--- config.mk ---
export PLATFORM = sky130hd
export DESIGN_NAME = millisecond_timer_bank_top
export DESIGN_NICKNAME = d
export VERILOG_FILES = /design/src/rtl/core/mtb_pkg.sv /design/src/rtl/core/mtb_timer_store.sv /design/src/rtl/core/mtb_expiry.sv /design/src/rtl/core/millisecond_timer_bank_top.sv
export SDC_FILE = /design/constraint.sdc
export NUM_CORES = 1
export LEC_CHECK = 0
export BUFFER_PORTS_ARGS = -buffer_cell sky130_fd_sc_hd__buf_2
export CORE_AREA = 2 2 500 452
export DETAILED_ROUTE_END_ITERATION = 10
export DIE_AREA = 0 0 502 454
export PLACE_DENSITY_LB_ADDON = 0.25
export SYNTH_ARGS = -nofsm -noshare
export SYNTH_HDL_FRONTEND = slang
export SYNTH_SLANG_ARGS = --single-unit
--- constraint.sdc ---
create_clock -name i_clk -period 10.65 [get_ports i_clk]
set_input_delay 0.5325 -clock i_clk [delete_from_list [all_inputs] [get_ports i_clk]]
set_output_delay 0.5325 -clock i_clk [all_outputs]
set_load 0.01 [all_outputs]
--- src/rtl/core/mtb_pkg.sv ---
// shared types and constants for the millisecond timer bank
`timescale 1ns / 1ps

package mtb_pkg;

    localparam int TIME_W  = 32;
    localparam int INDEX_W = 5;

    // request commands
    localparam logic CMD_START_QUERY = 1'b0;
    localparam logic CMD_DISARM      = 1'b1;

    typedef struct packed {
        logic               command;
        logic [INDEX_W-1:0] timer_index;
        logic [TIME_W-1:0]  duration_ms;
        logic [TIME_W-1:0]  now_ms;
    } t_request;

    // one timer's stored state as seen by the evaluation logic
    typedef struct packed {
        logic              running;
        logic [TIME_W-1:0] start_time;
        logic [TIME_W-1:0] timeout_length;
    } t_entry;

    // state change requested by the evaluation logic
    typedef struct packed {
        logic               arm;
        logic               disarm;
        logic [INDEX_W-1:0] timer_index;
        logic [TIME_W-1:0]  duration_ms;
        logic [TIME_W-1:0]  now_ms;
    } t_update;

endpackage

--- src/rtl/core/mtb_timer_store.sv ---
// per-timer running flags, start times and timeout lengths
`timescale 1ns / 1ps

module mtb_timer_store #(
    parameter int NUM_TIMERS = 20
) (
    input  logic                         i_clk,
    input  logic                         i_rst_n,
    input  logic [mtb_pkg::INDEX_W-1:0]  i_rd_index,
    output mtb_pkg::t_entry              o_entry,
    input  logic                         i_we,
    input  mtb_pkg::t_update             i_update
);

    localparam int IDX_W = (NUM_TIMERS > 1) ? $clog2(NUM_TIMERS) : 1;

    logic [NUM_TIMERS-1:0]           r_running;
    logic [mtb_pkg::TIME_W-1:0]      r_start_time     [NUM_TIMERS];
    logic [mtb_pkg::TIME_W-1:0]      r_timeout_length [NUM_TIMERS];

    logic [IDX_W-1:0] rd_idx;
    logic [IDX_W-1:0] wr_idx;

    assign rd_idx = i_rd_index[IDX_W-1:0];
    assign wr_idx = i_update.timer_index[IDX_W-1:0];

    // reads of an out-of-range index are masked by the evaluation logic
    always_comb begin
        o_entry.running        = r_running[rd_idx];
        o_entry.start_time     = r_start_time[rd_idx];
        o_entry.timeout_length = r_timeout_length[rd_idx];
    end

    always_ff @(posedge i_clk) begin
        if (!i_rst_n) begin
            r_running <= '0;
        end else if (i_we) begin
            if (i_update.arm) begin
                r_running[wr_idx] <= 1'b1;
            end else if (i_update.disarm) begin
                r_running[wr_idx] <= 1'b0;
            end
        end
    end

    always_ff @(posedge i_clk) begin
        if (i_we && i_update.arm) begin
            r_start_time[wr_idx]     <= i_update.now_ms;
            r_timeout_length[wr_idx] <= i_update.duration_ms;
        end
    end

endmodule

--- src/rtl/core/mtb_expiry.sv ---
// decides expiry for one request and the state change it causes
`timescale 1ns / 1ps

module mtb_expiry #(
    parameter int NUM_TIMERS = 20
) (
    input  mtb_pkg::t_request  i_req,
    input  mtb_pkg::t_entry    i_entry,
    output mtb_pkg::t_update   o_update,
    output logic               o_expired
);

    localparam logic [mtb_pkg::INDEX_W:0] COUNT = (mtb_pkg::INDEX_W + 1)'(NUM_TIMERS);

    logic                        index_ok;
    logic [mtb_pkg::TIME_W:0]    since_start;
    logic [mtb_pkg::TIME_W-1:0]  elapsed;
    logic [mtb_pkg::TIME_W-1:0]  to_go;
    logic                        timed_out;

    assign index_ok = {1'b0, i_req.timer_index} < COUNT;

    // borrow out of now - start flags a wrapped clock, elapsed counts as zero
    assign since_start = {1'b0, i_req.now_ms} - {1'b0, i_entry.start_time};
    assign elapsed     = since_start[mtb_pkg::TIME_W] ? '0
                                                      : since_start[mtb_pkg::TIME_W-1:0];
    assign to_go       = i_entry.timeout_length - elapsed;
    assign timed_out   = (to_go == '0) || to_go[mtb_pkg::TIME_W-1];

    always_comb begin
        o_update.arm         = 1'b0;
        o_update.disarm      = 1'b0;
        o_update.timer_index = i_req.timer_index;
        o_update.duration_ms = i_req.duration_ms;
        o_update.now_ms      = i_req.now_ms;
        o_expired            = 1'b1;
        if (index_ok) begin
            unique case (i_req.command)
                mtb_pkg::CMD_DISARM: begin
                    o_update.disarm = 1'b1;
                    o_expired       = 1'b0;
                end
                mtb_pkg::CMD_START_QUERY: begin
                    if (i_entry.running) begin
                        o_expired = timed_out;
                    end else begin
                        o_update.arm = 1'b1;
                        o_expired    = 1'b0;
                    end
                end
                default: begin
                    o_expired = 1'b1;
                end
            endcase
        end
    end

endmodule

--- src/rtl/core/millisecond_timer_bank_top.sv ---
// a request waits in the request register until the result register is free
// one request per cycle unless stalled; each reads and may update one timer entry
// the entry read, subtracts and compare sit between the request and result registers
// reset clears the running flags and both valid flags; start times and lengths
// are not cleared and are only read for a running timer
`timescale 1ns / 1ps

module millisecond_timer_bank_top #(
    parameter int NUM_TIMERS = 20
) (
    input  logic                         i_clk,
    input  logic                         i_rst_n,
    input  logic                         i_in_valid,
    output logic                         o_in_stall,
    input  logic                         i_command,
    input  logic [mtb_pkg::INDEX_W-1:0]  i_timer_index,
    input  logic [mtb_pkg::TIME_W-1:0]   i_duration_ms,
    input  logic [mtb_pkg::TIME_W-1:0]   i_now_ms,
    output logic                         o_out_valid,
    input  logic                         i_out_stall,
    output logic                         o_expired
);

    logic               r_in_valid;
    mtb_pkg::t_request  r_req;
    logic               r_out_valid;
    logic               r_expired;

    logic               out_free;
    logic               advance;
    logic               in_xfer;
    mtb_pkg::t_entry    entry;
    mtb_pkg::t_update   update;
    logic               expired;

    assign out_free   = !r_out_valid || !i_out_stall;
    assign advance    = r_in_valid && out_free;
    assign o_in_stall = r_in_valid && !out_free;
    assign in_xfer    = i_in_valid && !o_in_stall;

    mtb_timer_store #(
        .NUM_TIMERS (NUM_TIMERS)
    ) u_store (
        .i_clk      (i_clk),
        .i_rst_n    (i_rst_n),
        .i_rd_index (r_req.timer_index),
        .o_entry    (entry),
        .i_we       (advance),
        .i_update   (update)
    );

    mtb_expiry #(
        .NUM_TIMERS (NUM_TIMERS)
    ) u_expiry (
        .i_req     (r_req),
        .i_entry   (entry),
        .o_update  (update),
        .o_expired (expired)
    );

    always_ff @(posedge i_clk) begin
        if (!i_rst_n) begin
            r_in_valid  <= 1'b0;
            r_out_valid <= 1'b0;
        end else begin
            if (in_xfer) begin
                r_in_valid <= 1'b1;
            end else if (advance) begin
                r_in_valid <= 1'b0;
            end
            if (advance) begin
                r_out_valid <= 1'b1;
            end else if (!i_out_stall) begin
                r_out_valid <= 1'b0;
            end
        end
    end

    always_ff @(posedge i_clk) begin
        if (in_xfer) begin
            r_req.command     <= i_command;
            r_req.timer_index <= i_timer_index;
            r_req.duration_ms <= i_duration_ms;
            r_req.now_ms      <= i_now_ms;
        end
        if (advance) begin
            r_expired <= expired;
        end
    end

    assign o_out_valid = r_out_valid;
    assign o_expired   = r_expired;

endmodule

# Word-level counts from Yosys, hierarchy flattened
# Memory sizes are Yosys's and may differ from the RTL's. A register that Yosys moved wholly into a read port is not among the register bits.
# Index checks and enable logic that the tools add are counted.
dict set report word_totals {
  word_cells 56
  out_inout_bits 3
  inputBits 74
  mem_count 2
  reg_bits 93
  ramBits 1280
}
# name words width read_ports rd_ports_with_merged_regs wr line_no
set memory_table {}
lappend memory_table {u_store.r_start_time 20 32 1 1 1 mtb_timer_store.sv:18} ;# logic [mtb_pkg::TIME_W-1:0] r_start_time [NUM_TIMERS];
lappend memory_table {u_store.r_timeout_length 20 32 1 1 1 mtb_timer_store.sv:19} ;# logic [mtb_pkg::TIME_W-1:0] r_timeout_length [NUM_TIMERS];
dict set report op_classes {
  n_mux 21
  n_bitwise 4
  eq_ne 1
  n_addsub 2
  n_reduce_logical 15
  order_cmp 3
}
# op n
set op_table {}
lappend op_table {{$mux W20} 2}
lappend op_table {{$sub A32 B32 Y33} 1}
lappend op_table {{$logic_not A32 Y1} 1}
lappend op_table {{$mux W32} 1}
lappend op_table {{$sub A32 B32 Y32} 1}
lappend op_table {{$and A20 B20 Y20} 1}
lappend op_table {{$not A20 Y20} 1}
lappend op_table {{$or A20 B20 Y20} 1}
lappend op_table {{$mux W1} 12}
lappend op_table {{$mux W5} 2}
lappend op_table {{$lt A5 B6 Y1 const B} 1}
lappend op_table {{$bmux W1 S5} 1}
lappend op_table {{$demux W1 S5} 1}
lappend op_table {{$ge A5 B1 Y1 const B} 1}
lappend op_table {{$logic_and A1 B1 Y1} 5}
lappend op_table {{$lt A5 B5 Y1 const B} 1}
lappend op_table {{$logic_not A1 Y1} 4}
lappend op_table {{$reduce_bool A2 Y1} 2}
lappend op_table {{$logic_or A1 B1 Y1} 2}
lappend op_table {{$mux W2} 1}
lappend op_table {{$ne A2 B1 Y1 const B} 1}
lappend op_table {{$pmux W1 S2} 1}
lappend op_table {{$reduce_and A2 Y1} 1}
lappend op_table {{$not A1 Y1} 1}

# Logic depth before layout (Yosys ltp)
# Gate-level depths: netlist of the first run.
dict set report logic_depth {
  ltp_word 8
  ltp_mapped 30
  ltp_nobuf 26
}

# Hierarchy
# Synthesis of the first run repeated with hierarchy kept, for this count alone.
dict set report unflattened {
  cells_unflattened 3146
  hier_area_um2 56734.4
}
# module area_per_inst_um2 instances cells_per_inst
set modules_own_cells {}
lappend modules_own_cells {mtb_timer_store 49890.3 1 2379}
lappend modules_own_cells {mtb_expiry 4628.2 1 688}
lappend modules_own_cells {millisecond_timer_bank_top 2215.9 1 79}

# Least setup slack after synthesis of the first run
# Ideal clock, no wire load.
dict set report synth_timing {
  path_type {register to register}
  from {register with a tool-made name}
  to {register r_expired, in the netlist o_expired, data pin}
  slack_ps 3083
  arrival_ps 7432
  period_less_slack_ps 7567
  setup_ps 135
  path_stages_with_launch 31
  n_path_buf 6
  required_ps 10515
  path_cell_list {dfxtp_1 > buf_2 > buf_2 > clkbuf_1 > buf_1 > mux4_2 > mux4_2 > mux2_2 > ha_1 > fa_1 > nand3b_1 > a21o_1 > a31oi_1 > o211ai_1 > a41oi_1 > o211ai_1 > nand2b_1 > clkbuf_1 > nand2_1 > ha_1 > buf_2 > a21o_2 > a21o_1 > nor3_1 > a21oi_2 > a31oi_1 > o311ai_1 > or4_1 > nor4_1 > nand4_1 > nand3_1}
}
# element line_no
set synth_rtl {}
lappend synth_rtl {{to (signal assigned)} millisecond_timer_bank_top.sv:87} ;# r_expired <= expired;
lappend synth_rtl {{to (decl)} millisecond_timer_bank_top.sv:27} ;# logic r_expired;

==> key figures, run 1 <==
Power and ir drop
  • Leakage: 20.2 nW
  • Pwr Density: 193 nW/um^2
  • Peak supply drop: 145 uV

Timing
  • Slew margin rel.: 28.5%
  • Min setup slack post-route: 2300 ps
  • Max Fclk: 120 MHz
  • Final max-slew violation count: 0
  • Crit path time final: 8350 ps
  • Final setup vio count: 0
  • Final Hold Viols: 0
  • Slew @ Worst Pin: 1070 ps
  • RSZ-0062 raised after global routing: no
  • Setup TNS: 0 ps
  • Final worst path period share: 78.4%
  • Worst hold slack: 194 ps
  • Skew final: 36.9 ps

Detailed routing
  • Via density: 4.51
  • Final ANT Viol Nets: 0
  • DRT Pass-1 Iters: 5
  • Vias: 27000
  • Wire per inst: 24.8 um
  • Drt first-iter violations: 2497
  • DRC violations left: 0
  • Routed WL: 148000 um

Clocking
  • H-tree levels: 4
  • CTS tree: done
  • Clk root buf: clkbuf_16
  • Postcts setup bufs: 0
  • CTS Sinks: 1378
  • Clk_lat worst skew: 790 ps
  • Max clock buf depth: 3
  • CTS buffer count: 147
  • CTS clk-pin slew, worst paths: 70 ps

Run status
  • Status: complete, no violations

Logic synthesis
  • Seq/Total Area, Yosys: 74.2%
  • Main synth FF type: edfxtp_1
  • Syn Nets: 2762
  • Post-synthesis cell type count: 75
  • Post-synth top area cell: edfxtp_1
  • Yosys reg bits: 1378
  • Ranking of synthesized cells by area: edfxtp_1 73%, mux4_2 16%, ha_1 1.4%, dfxtp_1 0.97%, mux2_2 0.71%
  • Cell count after synthesis: 2622
  • Mapped Avg Cell Area: 21.1 sq um
  • Post-synth top area share: 73.2%
  • Syn. warnings: 0
  • EDFF count, synth: 1351
  • Post-Syn Area: 55400 sq um
  • Synth async-reset ratio: 0%

Hold path
  • Worst hold path type: primary input to register

Die
  • Number of top-level pins: 77
  • Initial Utilization: 24.8%
  • Die width: 502 um
  • Die Area: 228000 sq um
  • Die Span Y: 454 um
  • Core Rows: 165
  • Core area: 223000 sq um

Layout
  • Fillcell total: 21700
  • Commonest non-fill, non-tap cell in the layout: edfxtp_1
  • Area delta synth->final: 17.5%
  • Final nets: 3014
  • Most frequent cells in the layout: 1351 x edfxtp_1, 387 x mux4_2, 148 x clkbuf_16
  • Layout cells sized above 1: 27.0%

Placed design
  • Post-place setup slack: 2400 ps
  • PortBufs: 76
  • Dpl hpwl: 81400 um
  • Global placement routability congestion: 0.876

Setup path
  • Setup crit end kind: register
  • CP arrival: 8980 ps
  • Worst endpoint required time: 11290 ps
  • CP delay by family, top: compound AO/OA/AOI/OAI gates
  • Crit-path slowest cell: dfxtp_4
  • Kind of critical path: register to register
  • Buf/Inv on CP: 2
  • Startpoint types: register
  • CP max stage delay: 810 ps
  • CP max FO: 35

Global route
  • First-pass GRT wire length: 212000 um
  • Initial antenna violation count: 3
  • Number of global-route vias before repair: 28100
  • GR Overflow Total: 0
  • Largest net degree at the start of global routing: 117
  • Global Route Usage Sum: 12.9%

Run
  • Max-cap violations: 0
-- worst register-to-register path, stage by stage (launching register included) --
cell and delay (ps):
dfxtp_4 810, mux4_2 670, mux4_2 480, mux2_2 280, ha_1 230, fa_1 430
nand3b_1 210, a21o_1 200, a31oi_1 510, o211ai_1 240, a41oi_1 330, o211ai_1 180
nand2b_1 100, buf_4 330, nand2_1 220, ha_1 450, inv_1 170, o31ai_1 450
o21ba_2 240, a21oi_2 340, a311o_1 240, o311ai_1 90, or4_1 430, nor4_1 300
nand4_1 140, nand3_1 100
-- synth_stat cells, types with 11 or more instances --
cell type and count:
edfxtp_1 1351, mux4_2 387, nand2_1 91, clkbuf_1 76, nor2_1 66, ha_1 64, a21oi_1 53, o21a_1 48
o21ai_0 39, mux2i_1 36, mux2_2 35, buf_1 29, dfxtp_1 27, inv_1 27, a21o_1 24, nor3_1 19
xnor2_1 19, xor2_1 17, nand3_1 16, nand2b_1 15, nor2b_1 11
-- per-stage QoR --
step	power [mW]	instances	instance area, sq um	util [%]
after floorplan	7.23	2622	55400	-
after global placement	7.75	5659	59900	26.8
after detailed placement	7.73	5659	59900	26.8
after CTS	12.7	5991	65200	29.2
after global routing	13.1	5991	65200	29.2
final	12.6	5992	65200	29.2
-- logic make-up after synthesis --
kind of cell,after synthesis,synth area share [%]
compound gates,254,3.17
xor+xnor,36,0.569
fa+ha+maj,66,1.52
buf+inv,143,0.993
flops,1378,74.2
mux,458,17.1
simple gates,287,2.51
-- per-layer routing --
| layer | vias up | GRT usage, % | routed length, um |
|---|---|---|---|
| met1 | 14700 | 18.4 | 69200 |
| met3 | 162 | 1.83 | 5590 |
| met5 | - | 0 | 0 |
| li1 | 11600 | - | - |
| met2 | 610 | 21.0 | 71200 |
| met4 | 0 | 2.90 | 2360 |
-- registers in the layout, indices dropped and copies added (netlist names), named ones only --
name	cells
o_expired	1
u_store.r_timeout_length	640
u_store.r_start_time	640
r_req	70
r_in_valid	1
o_out_valid	1
-- report_power, final --
part / switching [mW] / leakage, nW / internal (mW)
Sequential: 0.0969 / 12.4 / 5.98
Clock: 2.15 / 2.19 / 2.77
Combinational: 0.916 / 5.61 / 0.649
Total: 3.17 / 20.2 / 9.41
-- final cells by class --
type / count / area, sq um / area share, %
sequential: 1378 / 41100 / 63.1
timing repair buffer: 219 / 1680 / 2.58
multi-input combinational: 1101 / 13900 / 21.4
clock buffer: 196 / 3880 / 5.96
tap: 3006 / 3760 / 5.77
antenna: 1 / 2.50 / 0.00384
inverter: 27 / 104 / 0.159
clock inverter: 64 / 666 / 1.02
-- worst paths after layout --
kind / start / end / slack (ps) / cells after the start
hold / removal: i_rst_n / r_in_valid$_SDFFE_PN0P_ / 190 / 2
setup reg to reg: register / o_expired$_SDFFCE_PP1P_ / 2300 / 25
hold reg to reg: r_in_valid$_SDFFE_PN0P_ / o_out_valid$_SDFFE_PN0P_ / 510 / 2
setup / recovery: register / o_expired$_SDFFCE_PP1P_ / 2300 / 25
-- repair_timing --
item | 4_1_cts | 5_1_grt
hold endpoints to repair | 75 | 0
gates resized for setup | 0 | 0
hold buffers | 72 | 0
No activity file was read; power rests on OpenSTA's default activity.
==> inputs of run 2 (changes only) <==
- clock period: 10.65 -> 6.8 ns (I/O delays scaled with it)
==> run 2 against run 1 <==
- die area stayed put
- sequential power is 56% higher
- setup slack worse by 2300 ps
- clock power is 53% higher
- critical path depth is 2 higher
- combinational power is 130% higher
- power is 64% higher
- register-to-register slack worse by 2300 ps
- maximum frequency is 23% higher
- sequential share of layout area is 3.1 points lower
- critical endpoint unchanged
==> key figures, run 2 (synthesis gave the netlist of run 1 again) <==
Timing
  • Crit path time final: 6790 ps
  • Final setup vio count: 0
  • Min setup slack post-route: 12.4 ps
  • Final worst path period share: 99.8%
  • Skew final: 32.8 ps
  • Slew @ Worst Pin: 1100 ps
  • Slew margin rel.: 26.8%
  • Final max-slew violation count: 0
  • Final Hold Viols: 0
  • Max Fclk: 147 MHz
  • RSZ-0062 raised after global routing: yes

Clocking
  • Clk root buf: clkbuf_16
  • CTS Sinks: 1378
  • Max clock buf depth: 3
  • CTS tree: done
  • CTS clk-pin slew, worst paths: 60 ps
  • H-tree levels: 4
  • Clk_lat worst skew: 790 ps
  • CTS buffer count: 146

Detailed routing
  • Drt first-iter violations: 2432
  • DRC violations left: 0
  • Vias: 28200
  • Wire per inst: 24.2 um
  • Routed WL: 152000 um
  • Via density: 4.47
  • DRT Pass-1 Iters: 6
  • Final ANT Viol Nets: 0

Die
  • Die Area: 228000 sq um
  • Die width: 502 um
  • Die Span Y: 454 um
  • Core area: 223000 sq um
  • Initial Utilization: 24.8%
  • Number of top-level pins: 77
  • Core Rows: 165

Run
  • Max-cap violations: 0

Global route
  • Largest net degree at the start of global routing: 102
  • Global Route Usage Sum: 13.3%
  • First-pass GRT wire length: 219000 um
  • Number of global-route vias before repair: 29400
  • Initial antenna violation count: 3
  • GR Overflow Total: 0

Run status
  • Status: complete, no violations

Setup path
  • Startpoint types: register
  • Kind of critical path: register to register
  • CP max FO: 17
  • CP arrival: 7430 ps
  • Critical Path Most Common Cell: buf_12
  • Setup crit end kind: register
  • Crit-path slowest cell: mux4_2
  • Worst endpoint required time: 7440 ps
  • CP max stage delay: 530 ps

Placed design
  • Post-place setup slack: -506 ps
  • Global placement routability congestion: 0.873
  • PortBufs: 76
  • Placed instance count: 5913
  • Dpl hpwl: 87900 um

Layout
  • Area delta synth->final: 23.6%
  • Largest regs: u_store.r_start_time x640, u_store.r_timeout_length x640, r_req x70
  • Fillcell total: 21700
  • Fin cells: 6299
  • Most frequent cells in the layout: 1351 x edfxtp_1, 387 x mux4_2, 325 x buf_4
  • Commonest non-fill, non-tap cell in the layout: edfxtp_1
  • Final nets: 3317
  • Layout cells sized above 1: 36.8%

Hold path
  • Worst hold path type: primary input to register
  • Min-Delay Startpoint: i_duration_ms[5]

Power and ir drop
  • Leakage: 21.9 nW
  • Peak supply drop: 263 uV
  • Pwr Density: 301 nW/um^2
## run 2: area by class of cell
| class | instances | area (sq um) | area share [%] |
|---|---|---|---|
| flip-flops and latches | 1378 | 41100 | 60.0 |
| multi-input cells | 1101 | 14700 | 21.4 |
| repair buffers | 523 | 4470 | 6.52 |
| clock buffers | 180 | 3790 | 5.53 |
| well taps | 3006 | 3760 | 5.49 |
| clock inverters | 83 | 629 | 0.918 |
| inverters | 27 | 104 | 0.151 |
| diodes | 1 | 2.50 | 0.00365 |
## run 2: metrics by stage
stage | total power [mW] | TNS (ps) | hold slack (ps) | area [sq um] | utilization (%)
after floorplan | 11.3 | 0 | 439 | 55500 | -
after global placement | 12.8 | -487 | 483 | 62100 | 27.8
after global routing | 21.5 | -181 | 223 | 68500 | 30.7
final | 20.6 | 0 | 268 | 68500 | 30.7
after detailed placement | 12.8 | -506 | 491 | 62100 | 27.8
after CTS | 20.7 | 0 | 189 | 68000 | 30.5
## run 2: final timing paths
path	endpoint	depth (start not counted)	slack, ps
setup / recovery	o_expired$_SDFFCE_PP1P_	27	10
setup reg to reg	o_expired$_SDFFCE_PP1P_	27	10
hold / removal	r_req[37]$_DFFE_PP_	2	270
hold reg to reg	o_out_valid$_SDFFE_PN0P_	2	500
## run 2: per-layer routing
layer  global-route usage [%]  wire (um)
met2                     21.9      73900
met1                     18.1      68700
met5                        0         11
met3                     2.44       6810
met4                     3.48       3010
## run 2: timing repair
action                                  CTS  global route
setup buffers                            22            25
endpoints found under the setup margin    1             1
gates cloned                              4             0
pin swaps                                50            36
hold endpoints to repair                 97             0
hold buffers                             74             0
gates resized for setup                  98            68
## run 2: report_power, final
group | switching, mW | total [mW] | internal (mW)
registers | 0.113 | 9.48 | 9.37
clock network | 3.35 | 7.52 | 4.17
logic | 1.84 | 3.61 | 1.77
total | 5.31 | 20.6 | 15.3
## run 2: critical path: cells and delay by family, from the launching register on
family,cells,cell delay (ps)
buffers and inverters,5,810
AOI/OAI and AO/OA,7,1390
and+or+nand+nor,8,1660
muxes,4,1480
DFF,1,410
adders and majority gates,3,880
